## src/hdl/dbpc_pkg.sv

```systemverilog
package dbpc_pkg;

    // Event ring geometry
    localparam int RING_DEPTH = 4;
    localparam int RING_AW    = (RING_DEPTH > 1) ? $clog2(RING_DEPTH) : 1;
    localparam int CNT_W      = $clog2(RING_DEPTH + 1);

    // Fixed field widths
    localparam int TIME_W = 32;
    localparam int CFG_W  = 16;
    localparam int CODE_W = 2;
    localparam int OP_W   = 2;
    localparam int FILL_W = 3;
    localparam int IDX_W  = 2;

    // Reset values of the timing registers (ms)
    localparam logic [CFG_W-1:0] DEBOUNCE_RST   = 16'd20;
    localparam logic [CFG_W-1:0] LONG_PRESS_RST = 16'd750;

    // Register indexes
    localparam logic [IDX_W-1:0] REG_DEBOUNCE   = 2'd0;
    localparam logic [IDX_W-1:0] REG_LONG_PRESS = 2'd1;

    // Operations
    localparam logic [OP_W-1:0] OP_POLL   = 2'd0;
    localparam logic [OP_W-1:0] OP_POP    = 2'd1;
    localparam logic [OP_W-1:0] OP_INJECT = 2'd2;

    // Event codes
    localparam logic [CODE_W-1:0] CODE_NEXT_SHORT   = 2'd0;
    localparam logic [CODE_W-1:0] CODE_NEXT_LONG    = 2'd1;
    localparam logic [CODE_W-1:0] CODE_SELECT_SHORT = 2'd2;

    // Event produced by one button lane on a poll
    typedef struct packed {
        logic              push;
        logic [CODE_W-1:0] code;
    } lane_evt_t;

    // Ring requests for one word, pushes in order a then b
    typedef struct packed {
        logic              push_a;
        logic [CODE_W-1:0] code_a;
        logic              push_b;
        logic [CODE_W-1:0] code_b;
        logic              pop;
    } ring_req_t;

    // Ring response for the same word
    typedef struct packed {
        logic              pop_valid;
        logic [CODE_W-1:0] pop_code;
        logic [CNT_W-1:0]  fill;
    } ring_rsp_t;

    // Result word held in the output buffer
    typedef struct packed {
        logic              event_valid;
        logic [CODE_W-1:0] event_code;
        logic [FILL_W-1:0] queue_fill;
        logic              next_held;
        logic              select_held;
    } result_t;

    // Ring pointer advance with wrap at RING_DEPTH
    function automatic logic [RING_AW-1:0] ptr_inc(input logic [RING_AW-1:0] p);
        logic [RING_AW-1:0] r;
        if (p == RING_AW'(RING_DEPTH - 1)) begin
            r = '0;
        end else begin
            r = p + 1'b1;
        end
        return r;
    endfunction

endpackage

```

## src/hdl/dbpc_lane.sv

```systemverilog
// One button: debounce and press classification
module dbpc_lane (
    input  logic                          clk,
    input  logic                          rst_n,
    input  logic                          tick,
    input  logic [dbpc_pkg::TIME_W-1:0]   now_time,
    input  logic                          raw,
    input  logic                          has_long,
    input  logic [dbpc_pkg::CODE_W-1:0]   short_code,
    input  logic [dbpc_pkg::CFG_W-1:0]    debounce_time,
    input  logic [dbpc_pkg::CFG_W-1:0]    long_press_time,
    output logic                          stable_next,
    output dbpc_pkg::lane_evt_t           evt
);

    logic                        raw_reg;
    logic                        raw_next;
    logic                        stable_reg;
    logic                        long_done_reg;
    logic                        long_done_next;
    logic [dbpc_pkg::TIME_W-1:0] flip_time_reg;
    logic [dbpc_pkg::TIME_W-1:0] flip_time_next;
    logic [dbpc_pkg::TIME_W-1:0] press_time_reg;
    logic [dbpc_pkg::TIME_W-1:0] press_time_next;

    logic [dbpc_pkg::TIME_W-1:0] since_flip;
    logic [dbpc_pkg::TIME_W-1:0] held;
    logic                        settled;
    logic                        confirm_press;
    logic                        long_reached;

    // Time since last raw flip and hold time, both wrap mod 2^32
    assign flip_time_next = (tick && (raw != raw_reg)) ? now_time : flip_time_reg;
    assign since_flip     = now_time - flip_time_next;
    assign settled        = since_flip >= {{(dbpc_pkg::TIME_W - dbpc_pkg::CFG_W){1'b0}},
                                           debounce_time};
    assign held           = now_time - press_time_reg;

    // Next state and event
    always_comb begin
        raw_next        = raw_reg;
        stable_next     = stable_reg;
        long_done_next  = long_done_reg;
        press_time_next = press_time_reg;
        confirm_press   = 1'b0;
        long_reached    = 1'b0;
        evt             = '0;
        if (tick) begin
            raw_next = raw;
            if (settled) begin
                if (raw != stable_reg) begin
                    stable_next = raw;
                    if (raw) begin
                        press_time_next = now_time;
                        long_done_next  = 1'b0;
                        confirm_press   = 1'b1;
                    end else begin
                        if (!long_done_reg) begin
                            evt.push = 1'b1;
                            if (has_long && (held >= {{(dbpc_pkg::TIME_W - dbpc_pkg::CFG_W){1'b0}},
                                                      long_press_time})) begin
                                evt.code = dbpc_pkg::CODE_NEXT_LONG;
                            end else begin
                                evt.code = short_code;
                            end
                        end
                        press_time_next = '0;
                        long_done_next  = 1'b0;
                    end
                end
                // hold reaching the long threshold while still pressed
                if (confirm_press) begin
                    long_reached = (long_press_time == '0);
                end else begin
                    long_reached = held >= {{(dbpc_pkg::TIME_W - dbpc_pkg::CFG_W){1'b0}},
                                            long_press_time};
                end
                if (stable_next && !long_done_next && has_long && long_reached) begin
                    evt.push       = 1'b1;
                    evt.code       = dbpc_pkg::CODE_NEXT_LONG;
                    long_done_next = 1'b1;
                end
            end
        end
    end

    // State registers
    always_ff @(posedge clk or negedge rst_n) begin
        if (!rst_n) begin
            raw_reg        <= 1'b0;
            stable_reg     <= 1'b0;
            long_done_reg  <= 1'b0;
            flip_time_reg  <= '0;
            press_time_reg <= '0;
        end else begin
            raw_reg        <= raw_next;
            stable_reg     <= stable_next;
            long_done_reg  <= long_done_next;
            flip_time_reg  <= flip_time_next;
            press_time_reg <= press_time_next;
        end
    end

`ifndef SYNTHESIS
    // a long event is only ever marked during a debounced press
    assert property (@(posedge clk) disable iff (!rst_n) long_done_reg |-> stable_reg)
        else $error("lane: long_done set while released");
`endif

endmodule

```

## src/hdl/dbpc_ring.sv

```systemverilog
// Event ring: merges lane events and inject requests, serves pops
module dbpc_ring (
    input  logic                clk,
    input  logic                rst_n,
    input  dbpc_pkg::ring_req_t req,
    output dbpc_pkg::ring_rsp_t rsp
);

    logic [dbpc_pkg::CODE_W-1:0]  ring_mem_reg [dbpc_pkg::RING_DEPTH];
    logic [dbpc_pkg::RING_AW-1:0] head_reg;
    logic [dbpc_pkg::RING_AW-1:0] head_next;
    logic [dbpc_pkg::RING_AW-1:0] tail_reg;
    logic [dbpc_pkg::RING_AW-1:0] tail_next;
    logic [dbpc_pkg::CNT_W-1:0]   count_reg;
    logic [dbpc_pkg::CNT_W-1:0]   count_next;

    logic                         wr_a;
    logic                         wr_b;
    logic [dbpc_pkg::RING_AW-1:0] tail_a;
    logic [dbpc_pkg::CNT_W-1:0]   count_a;
    logic                         do_pop;

    localparam logic [dbpc_pkg::CNT_W-1:0] FULL = dbpc_pkg::CNT_W'(dbpc_pkg::RING_DEPTH);

    // First push, then second push on what the first left; full drops
    assign wr_a    = req.push_a && (count_reg != FULL);
    assign tail_a  = wr_a ? dbpc_pkg::ptr_inc(tail_reg) : tail_reg;
    assign count_a = wr_a ? count_reg + 1'b1 : count_reg;
    assign wr_b    = req.push_b && (count_a != FULL);
    assign do_pop  = req.pop && (count_reg != '0);

    always_comb begin
        tail_next  = wr_b ? dbpc_pkg::ptr_inc(tail_a) : tail_a;
        head_next  = do_pop ? dbpc_pkg::ptr_inc(head_reg) : head_reg;
        count_next = wr_b ? count_a + 1'b1 : count_a;
        if (do_pop) begin
            count_next = count_reg - 1'b1;
        end
    end

    // Response for this word
    assign rsp.pop_valid = do_pop;
    assign rsp.pop_code  = do_pop ? ring_mem_reg[head_reg] : dbpc_pkg::CODE_NEXT_SHORT;
    assign rsp.fill      = count_next;

    // Entry storage, no reset
    always_ff @(posedge clk) begin
        for (int i = 0; i < dbpc_pkg::RING_DEPTH; i++) begin
            if (wr_a && (tail_reg == dbpc_pkg::RING_AW'(i))) begin
                ring_mem_reg[i] <= req.code_a;
            end else if (wr_b && (tail_a == dbpc_pkg::RING_AW'(i))) begin
                ring_mem_reg[i] <= req.code_b;
            end
        end
    end

    // Pointers and count
    always_ff @(posedge clk or negedge rst_n) begin
        if (!rst_n) begin
            head_reg  <= '0;
            tail_reg  <= '0;
            count_reg <= '0;
        end else begin
            head_reg  <= head_next;
            tail_reg  <= tail_next;
            count_reg <= count_next;
        end
    end

`ifndef SYNTHESIS
    assert property (@(posedge clk) disable iff (!rst_n) count_reg <= FULL)
        else $error("ring: count above depth");
    assert property (@(posedge clk) disable iff (!rst_n)
        (count_reg != FULL) |-> (head_reg == tail_reg) == (count_reg == '0))
        else $error("ring: pointers disagree with count");
`endif

endmodule

```

## src/hdl/two_button_debounce_press_classifier_core.sv

```systemverilog
// Each accepted word's result is registered in the output register, or the skid when stalled.
// Throughput: one word per cycle while in_ready is high; both buttons run side by side.
// A two-word output buffer lets one more word in while a result waits to be taken.
// Reset (rst_n, async, active low) clears button state, ring pointers and the output
// buffer, and sets debounce_time to 20 ms and long_press_time to 750 ms.
module two_button_debounce_press_classifier_core (
    input  logic                         clk,
    input  logic                         rst_n,
    // input words
    input  logic                         in_valid,
    output logic                         in_ready,
    input  logic [dbpc_pkg::OP_W-1:0]    op,
    input  logic [dbpc_pkg::TIME_W-1:0]  now_time,
    input  logic                         raw_next,
    input  logic                         raw_select,
    input  logic [dbpc_pkg::CODE_W-1:0]  inject_code,
    // result words
    output logic                         out_valid,
    input  logic                         out_ready,
    output logic                         event_valid,
    output logic [dbpc_pkg::CODE_W-1:0]  event_code,
    output logic [dbpc_pkg::FILL_W-1:0]  queue_fill,
    output logic                         next_held,
    output logic                         select_held,
    // configuration
    input  logic                         cfg_valid,
    output logic                         cfg_ready,
    input  logic [dbpc_pkg::IDX_W-1:0]   cfg_index,
    input  logic [dbpc_pkg::CFG_W-1:0]   cfg_data
);

    logic [dbpc_pkg::CFG_W-1:0] debounce_reg;
    logic [dbpc_pkg::CFG_W-1:0] long_press_reg;

    logic                acc;
    logic                tick;
    logic                next_stable;
    logic                select_stable;
    dbpc_pkg::lane_evt_t next_evt;
    dbpc_pkg::lane_evt_t select_evt;
    dbpc_pkg::ring_req_t req;
    dbpc_pkg::ring_rsp_t rsp;
    dbpc_pkg::result_t   res;

    logic                out_valid_reg;
    dbpc_pkg::result_t   out_reg;
    logic                skid_valid_reg;
    dbpc_pkg::result_t   skid_reg;
    logic                take;

    // Configuration registers
    assign cfg_ready = 1'b1;

    always_ff @(posedge clk or negedge rst_n) begin
        if (!rst_n) begin
            debounce_reg   <= dbpc_pkg::DEBOUNCE_RST;
            long_press_reg <= dbpc_pkg::LONG_PRESS_RST;
        end else if (cfg_valid) begin
            if (cfg_index == dbpc_pkg::REG_DEBOUNCE) begin
                debounce_reg <= cfg_data;
            end else if (cfg_index == dbpc_pkg::REG_LONG_PRESS) begin
                long_press_reg <= cfg_data;
            end
        end
    end

    // Input handshake
    assign in_ready = !skid_valid_reg;
    assign acc      = in_valid && in_ready;
    assign tick     = acc && (op == dbpc_pkg::OP_POLL);

    // Button lanes
    dbpc_lane u_lane_next (
        .clk             (clk),
        .rst_n           (rst_n),
        .tick            (tick),
        .now_time        (now_time),
        .raw             (raw_next),
        .has_long        (1'b1),
        .short_code      (dbpc_pkg::CODE_NEXT_SHORT),
        .debounce_time   (debounce_reg),
        .long_press_time (long_press_reg),
        .stable_next     (next_stable),
        .evt             (next_evt)
    );

    dbpc_lane u_lane_select (
        .clk             (clk),
        .rst_n           (rst_n),
        .tick            (tick),
        .now_time        (now_time),
        .raw             (raw_select),
        .has_long        (1'b0),
        .short_code      (dbpc_pkg::CODE_SELECT_SHORT),
        .debounce_time   (debounce_reg),
        .long_press_time (long_press_reg),
        .stable_next     (select_stable),
        .evt             (select_evt)
    );

    // Merge: next lane first, then select lane, or the injected code
    always_comb begin
        req = '0;
        if (acc) begin
            unique case (op)
                dbpc_pkg::OP_POLL: begin
                    req.push_a = next_evt.push;
                    req.code_a = next_evt.code;
                    req.push_b = select_evt.push;
                    req.code_b = select_evt.code;
                end
                dbpc_pkg::OP_POP: begin
                    req.pop = 1'b1;
                end
                dbpc_pkg::OP_INJECT: begin
                    req.push_a = 1'b1;
                    req.code_a = inject_code;
                end
                default: begin
                    req = '0;
                end
            endcase
        end
    end

    dbpc_ring u_ring (
        .clk   (clk),
        .rst_n (rst_n),
        .req   (req),
        .rsp   (rsp)
    );

    // Result word
    assign res.event_valid = rsp.pop_valid;
    assign res.event_code  = rsp.pop_code;
    assign res.queue_fill  = dbpc_pkg::FILL_W'(rsp.fill);
    assign res.next_held   = next_stable;
    assign res.select_held = select_stable;

    // Output register with skid stage
    assign take = out_valid_reg && out_ready;

    always_ff @(posedge clk or negedge rst_n) begin
        if (!rst_n) begin
            out_valid_reg  <= 1'b0;
            skid_valid_reg <= 1'b0;
        end else begin
            if (take || !out_valid_reg) begin
                if (skid_valid_reg) begin
                    out_valid_reg  <= 1'b1;
                    skid_valid_reg <= 1'b0;
                end else begin
                    out_valid_reg <= acc;
                end
            end else if (acc) begin
                skid_valid_reg <= 1'b1;
            end
        end
    end

    always_ff @(posedge clk) begin
        if (take || !out_valid_reg) begin
            if (skid_valid_reg) begin
                out_reg <= skid_reg;
            end else if (acc) begin
                out_reg <= res;
            end
        end else if (acc) begin
            skid_reg <= res;
        end
    end

    assign out_valid   = out_valid_reg;
    assign event_valid = out_reg.event_valid;
    assign event_code  = out_reg.event_code;
    assign queue_fill  = out_reg.queue_fill;
    assign next_held   = out_reg.next_held;
    assign select_held = out_reg.select_held;

`ifndef SYNTHESIS
    assert property (@(posedge clk) disable iff (!rst_n) skid_valid_reg |-> out_valid_reg)
        else $error("core: skid word without output word");
    assert property (@(posedge clk) disable iff (!rst_n)
        (acc && out_valid_reg && !out_ready) |=> skid_valid_reg)
        else $error("core: word accepted under stall not held in skid");
`endif

endmodule
```

## config.mk

```make
export PLATFORM = sky130hd
export DESIGN_NAME = two_button_debounce_press_classifier_core
export DESIGN_NICKNAME = d
export VERILOG_FILES = /design/src/hdl/dbpc_pkg.sv /design/src/hdl/dbpc_lane.sv /design/src/hdl/dbpc_ring.sv /design/src/hdl/two_button_debounce_press_classifier_core.sv
export SDC_FILE = /design/constraint.sdc
export NUM_CORES = 1
export LEC_CHECK = 0
export BUFFER_PORTS_ARGS = -buffer_cell sky130_fd_sc_hd__clkbuf_2
export CORE_MARGIN = 4
export CORE_UTILIZATION = 25
export CTS_CLUSTER_SIZE = 25
export DETAILED_ROUTE_END_ITERATION = 12
export PLACE_DENSITY_LB_ADDON = 0.15
export SYNTH_ARGS = -nofsm -noshare
export SYNTH_HDL_FRONTEND = slang
export SYNTH_SLANG_ARGS = --single-unit
```

## constraint.sdc

```tcl
create_clock -name clk -period 18.4 [get_ports clk]
set_input_delay 3.68 -clock clk [delete_from_list [all_inputs] [get_ports clk]]
set_output_delay 3.68 -clock clk [all_outputs]
set_load 0.005 [all_outputs]
```

==> impl_metrics.json, run 1 <==
{
  "synth_edf_count": 23,
  "cts_hold_buffers": 0,
  "cts_made_buffers": 17,
  "grt_first_pass_wirelength_um": 77400,
  "max_slew.worst_pin.slew_ps": 1360,
  "stdcell_area_um2": 16500,
  "crit_path_end_kind": "flip-flop",
  "worstPathMaxFanout": 44,
  "crit_start": "op[1]",
  "mostFrequentLayoutCells": "nand2_1, inv_1, ha_1",
  "avgViaCountPerCell": 5.06,
  "maxCapViolations": 0,
  "rsz0062_at_grt": "no",
  "layoutNonFillerInstCount": 2561,
  "drt_iter0_markers": 648,
  "synth_top_area_share_pct": 22.6,
  "drive_gt1_share_pct": 10.1,
  "p_leak_nw": 7.33,
  "drc_errors": 0,
  "areaGrowthSynthToFinish_pct": 12.1,
  "postRouteAntennaNets": 0,
  "hold_path_class": "flip-flop to flip-flop",
  "cp.arrival_ps": 11100,
  "antenna_found_initial": 2,
  "totalWireLength_um": 49200,
  "dr.pass1.iters": 5,
  "cts_resized": 0,
  "synth_cell_types": 102,
  "path_class": "input pin to flip-flop",
  "nFillCells": 6297,
  "status": "completed",
  "hold_viol_final": 0,
  "min_period_over_period_pct": 58.2,
  "final_nets": 1989,
  "die_x_um": 251,
  "ys.flop_type": "dfrtp_1",
  "initial_utilization_pct": 25.4,
  "ios": 72,
  "final_util_pct": 28.5,
  "required_ps": 18780,
  "clock_latency_ps": 490,
  "layout_commonest_cell": "nand2_1",
  "cp-start-kind": "input pin",
  "first_global_vias": 13200,
  "r2r-start": "skid_valid_reg$_DFFE_PN0P_",
  "routedWlPerCell_um": 19.2,
  "yosys_warnings": 0,
  "grt_max_degree": 59,
  "coreArea_um2": 58000,
  "cts_tree": "built",
  "numPortBuffers": 70,
  "placed_cell_area_um2": 15800,
  "synth_top_area_cell": "dfrtp_1",
  "die_y_um": 251,
  "fp.dieArea_um2": 62900,
  "ys_async_sr_fraction_pct": 85.5,
  "slew_headroom_pct": 8.30,
  "place_hpwl_um": 39700,
  "syn_inst": 1748,
  "fmax_mhz": 93.3,
  "maxSlewViolCount": 0,
  "setup_viol": 0,
  "cts.sinks": 166,
  "dp_cells": 2527,
  "synth_seq_cells": 166,
  "multi_input_area_um2": 9590,
  "yosys-top-cells-area": "dfrtp_1, ha_1, edfxtp_1",
  "htreeDepth": 4,
  "min_from": "u_lane_select.flip_time_reg[8]$_DFF_PN0_",
  "peakVddDrop_mv": 0.0751,
  "fin_tns_setup_ps": 0,
  "syn_area_um2": 14700,
  "root_buffer": "clkbuf_16",
  "synth.avg_cell_area_um2": 8.43,
  "yosysSeqAreaShare_pct": 29.0,
  "grt-ovfl-total": 0,
  "core.rowCount": 88,
  "synth_fp_nets": 1956,
  "clk_pin_slew_worst_paths_ps": 70,
  "period_needed_ps": 10710,
  "globalplace.congestion": 0.910,
  "power_density_nw_per_um2": 140,
  "finClkSkew_ps": 13.0,
  "cts_post_setup_buffers_inserted": 0,
  "clockBufferDepth": 2,
  "grt_usage_pct": 15.7,
  "seqCellArea_um2": 4280,
  "vias": 13000,
  "rrSetupSlack_ps": 10540
}
per-stage QoR:
| step | hold WS (ps) | setup WS [ps] | power, W |
|---|---|---|---|
| finish | 472 | 7690 | 0.00232 |
| floorplan | 440 | 8260 | 0.00153 |
| CTS | 481 | 7740 | 0.00235 |
| detailed placement | 464 | 7210 | 0.00191 |
| global route | 502 | 7110 | 0.00253 |
| global placement | 456 | 7320 | 0.00190 |
layer usage:
layer | track usage [%] | share of wire [%] | up-vias
met4 | 4.12 | 1.6 | 0
met5 | 0 | 0 | -
li1 | - | - | 6424
met1 | 21.0 | 47 | 6253
met2 | 26.5 | 48 | 238
met3 | 2.61 | 3.8 | 43
Yosys cell counts (all sizes together) (23+ instances only):
library cell / n
xor2: 23
nor3: 27
inv: 157
a21oi: 128
dfrtp: 133
o21a: 25
nand2: 178
nor2: 100
and2: 23
o21ai: 135
ha: 145
a21o: 29
a211oi: 29
nand2b: 26
nand3: 48
edfxtp: 23
o211ai: 30
mux2: 27
clkbuf: 46
xnor2: 44
nand4: 25
mux2i: 64
area by class of cell:
class,instances,share of cell area (%)
Multi-Input combinational cell,1358,58.1
Clock buffer,19,2.62
Antenna cell,2,0.0303
Timing Repair Buffer,79,2.57
Inverter,159,3.61
Sequential cell,166,25.9
Clock inverter,13,1.37
Tap cell,765,5.80
power by group:
part,internal (W),switching [W],leakage [nW]
sequential,0.000481,0.0000535,1.95
combinational,0.000534,0.000830,5.05
clock,0.000254,0.000167,0.317
total,0.00127,0.00105,7.33
worst max-delay path, stage by stage:
cell      delay (ps)
clkbuf_2         140
or4b_1           550
buf_4            220
nor2_8           560
mux2i_1          310
ha_1             350
a21o_1           250
a211oi_1         280
o221ai_1         170
nand2_1          150
a21boi_0         490
xnor2_1          180
ha_1             270
inv_1             60
o32ai_1           60
a211oi_1         270
o211ai_1         130
nor4_1           270
o211ai_1         140
a211oi_1         210
nand4b_1         190
nor4_1          1170
nor3_1           270
a32oi_1          440
nor2_1            70
a31o_1           190
path summary, 6_finish.rpt:
kind                                                              to  cells past startpoint
max in group asynchronous  u_lane_next.press_time_reg[5]$_DFFE_PN0P_                      2
min                         u_lane_select.flip_time_reg[8]$_DFF_PN0_                      2
max                           u_ring.ring_mem_reg[2][0]$_SDFFE_PP0P_                     26
max reg2reg                   u_ring.ring_mem_reg[2][0]$_SDFFE_PP0P_                     25
min reg2reg                 u_lane_select.flip_time_reg[8]$_DFF_PN0_                      2
min in group asynchronous  u_lane_select.flip_time_reg[23]$_DFF_PN0_                      1
cell families (layout without fill, tap and decap cells):
family / after synthesis / after routing / share of synthesized area (%)
fa+ha+maj: 162 / 162 / 13.6
flops: 166 / 166 / 29.0
buf+inv: 224 / 270 / 5.96
compound gates: 509 / 509 / 22.8
other cells: 1 / 3 / 0.0255
mux: 93 / 93 / 6.74
xor+xnor: 67 / 67 / 3.98
simple gates: 526 / 526 / 17.9
Note: power is estimated with default switching activity, not from simulation.
==> inputs of run 2 (changes only) <==
==> constraint.sdc (replaced) <==
create_clock -name clk -period 10 [get_ports clk]
set_input_delay 2 -clock clk [delete_from_list [all_inputs] [get_ports clk]]
set_output_delay 2 -clock clk [all_outputs]
set_load 0.005 [all_outputs]
==> run 2 against run 1 <==
Clock-buffer cell count is 1 higher. Register-to-register slack worse by 8000 ps. Global-route usage rose by 0.27 points. Flip-flop and latch count unchanged. Combinational power is 87% higher. Worst hold slack got worse by 0.53 ps. Critical endpoint is now u_ring.ring_mem_reg[2][1]$_DFFE_PP_. Largest cell class unchanged. Largest power group unchanged.
==> impl_metrics.json, run 2 (synthesis gave the netlist of run 1 again) <==
{
  "die_x_um": 251,
  "p_clk_share_pct": 16.0,
  "cp-start-kind": "input pin",
  "grt_usage_pct": 16.0,
  "power.internal_w": 0.00222,
  "worstPathMaxFanout": 14,
  "maxSlewViolCount": 0,
  "setup_viol": 0,
  "cts_post_setup_buffers_inserted": 0,
  "max_slew.worst_pin.slew_ps": 916,
  "drc_errors": 0,
  "period_needed_ps": 8650,
  "core.rowCount": 88,
  "htreeDepth": 4,
  "min_period_over_period_pct": 86.5,
  "p_leak_nw": 7.30,
  "cts_tree": "built",
  "coreArea_um2": 58000,
  "maxCapViolations": 0,
  "root_buffer": "clkbuf_16",
  "fp.dieArea_um2": 62900,
  "totalWireLength_um": 50400,
  "final_nets": 1993,
  "cp.arrival_ps": 8870,
  "rrSetupSlack_ps": 2520,
  "peakVddDrop_mv": 0.147,
  "path_class": "input pin to flip-flop",
  "antenna_found_initial": 0,
  "clockBufferDepth": 2,
  "hold_depth": 2,
  "vias": 13100,
  "hold_slack_ps": 471,
  "globalplace.congestion": 0.923,
  "die_y_um": 251,
  "ios": 72,
  "cts_hold_buffers": 0,
  "hold_path_class": "flip-flop to flip-flop",
  "routedWlPerCell_um": 19.6,
  "pwr-share-seq_pct": 23.5,
  "fin_tns_setup_ps": 0,
  "drive_gt1_share_pct": 10.5,
  "r2r-start": "skid_valid_reg$_DFFE_PN0P_",
  "initial_utilization_pct": 25.4,
  "drt_iter0_markers": 792,
  "whs_endpoint": "u_lane_select.flip_time_reg[9]$_DFF_PN0_",
  "finClkSkew_ps": 14.0,
  "fin_ws_ps": 1350,
  "areaGrowthSynthToFinish_pct": 11.6,
  "swShare_pct": 47.0,
  "clock_latency_ps": 490,
  "numPortBuffers": 70,
  "required_ps": 10220,
  "mostFrequentLayoutCells": "nand2_1, inv_1, ha_1",
  "crit_path_end_kind": "flip-flop",
  "layout_commonest_cell": "nand2_1",
  "pre_cts_slack_ps": 919,
  "share_comb_of_total_power_pct": 60.5,
  "switching_power_w": 0.00197,
  "grt_max_degree": 83,
  "status": "completed",
  "crit_start": "op[1]",
  "min_from": "u_lane_select.flip_time_reg[9]$_DFF_PN0_",
  "grt-ovfl-total": 0,
  "power_density_nw_per_um2": 255,
  "grt_first_pass_wirelength_um": 78300,
  "slew_headroom_pct": 38.8,
  "first_global_vias": 13300,
  "avgViaCountPerCell": 5.12,
  "cts_made_buffers": 17,
  "cts.sinks": 166,
  "layoutNonFillerInstCount": 2564,
  "dp_cells": 2531,
  "rsz0062_at_grt": "no",
  "postRouteAntennaNets": 0,
  "dr.pass1.iters": 5,
  "hold_viol_final": 0,
  "fmax_mhz": 116,
  "place_hpwl_um": 40700,
  "cts_resized": 0,
  "reg2reg_depth": 27,
  "r2r_end": "u_ring.ring_mem_reg[2][1]$_DFFE_PP_",
  "clk_pin_slew_worst_paths_ps": 70
}
run 2: cell count changes in the layout (fill, tap and decap cells not counted), moves of 2 or more:
cell	change
inv_6	+2
clkinv_1	-2
buf_4	+4
clkinvlp_4	+2
bufinv_16	-5
run 2: how the worst max path moves through the flow:
stage          cells past startpoint                             endpoint  slack [ps]
2_1_floorplan                     29  u_ring.ring_mem_reg[1][1]$_DFFE_PP_        1540
3_3_place_gp                      29  u_ring.ring_mem_reg[3][1]$_DFFE_PP_        1090
3_5_place_dp                      28  u_ring.ring_mem_reg[2][1]$_DFFE_PP_         920
4_1_cts                           28  u_ring.ring_mem_reg[2][1]$_DFFE_PP_        1420
5_1_grt                           28  u_ring.ring_mem_reg[2][1]$_DFFE_PP_         740
6_report                          28  u_ring.ring_mem_reg[2][1]$_DFFE_PP_        1350
run 2: critical path: stages:
cell and delay (ps):
clkbuf_2 150, or4b_1 550, buf_4 220, nor2_8 290
mux2i_1 290, ha_1 360, a21o_1 250, a211oi_1 260
o221ai_1 160, nand2_1 160, a21boi_0 470, xnor2_1 180
ha_1 270, inv_1 60, o32ai_1 70, a211oi_1 240
o211ai_1 130, nor4_1 260, o211ai_1 140, a211oi_1 200
nand4b_1 150, or4_4 620, a31oi_4 380, mux2i_1 430
inv_1 130, ha_1 210, nand3_1 120, mux2i_1 90
run 2: power by group through the flow:
stage	registers (W)	clock network, W	logic [W]
floorplan	0.000967	0	0.00185
global placement	0.000996	0	0.00252
detailed placement	0.000999	0	0.00252
CTS	0.000987	0.000704	0.00254
global route	0.00101	0.000729	0.00285
finish	0.000986	0.000673	0.00254
run 2: cell type report:
| cell class | count | area [um2] |
|---|---|---|
| antenna | 1 | 2.50 |
| clock buffer | 20 | 447 |
| clock inverter | 12 | 118 |
| fill | 6242 | 41600 |
| inverter | 159 | 597 |
| multi-input combinational | 1358 | 9590 |
| sequential | 166 | 4280 |
| tap | 765 | 957 |
| timing repair buffer | 83 | 454 |
run 2: layer usage:
| layer | global-route usage [%] | wire length, um | part of all wire [%] | vias to the layer above |
|---|---|---|---|---|
| met5 | 0 | 0 | 0 | - |
| met2 | 26.5 | 23800 | 47 | 273 |
| met1 | 21.3 | 23600 | 47 | 6340 |
| met3 | 2.39 | 1580 | 3.1 | 67 |
| met4 | 5.69 | 1400 | 2.8 | 0 |
| li1 | - | - | - | 6436 |
run 2: per-stage QoR:
stage               total power, W  area (um2)  util, %
global route               0.00459       16400     28.3
finish                     0.00420       16400     28.3
detailed placement         0.00352       15900     27.4
floorplan                  0.00281       14700        -
global placement           0.00351       15900     27.4
CTS                        0.00423       16400     28.3
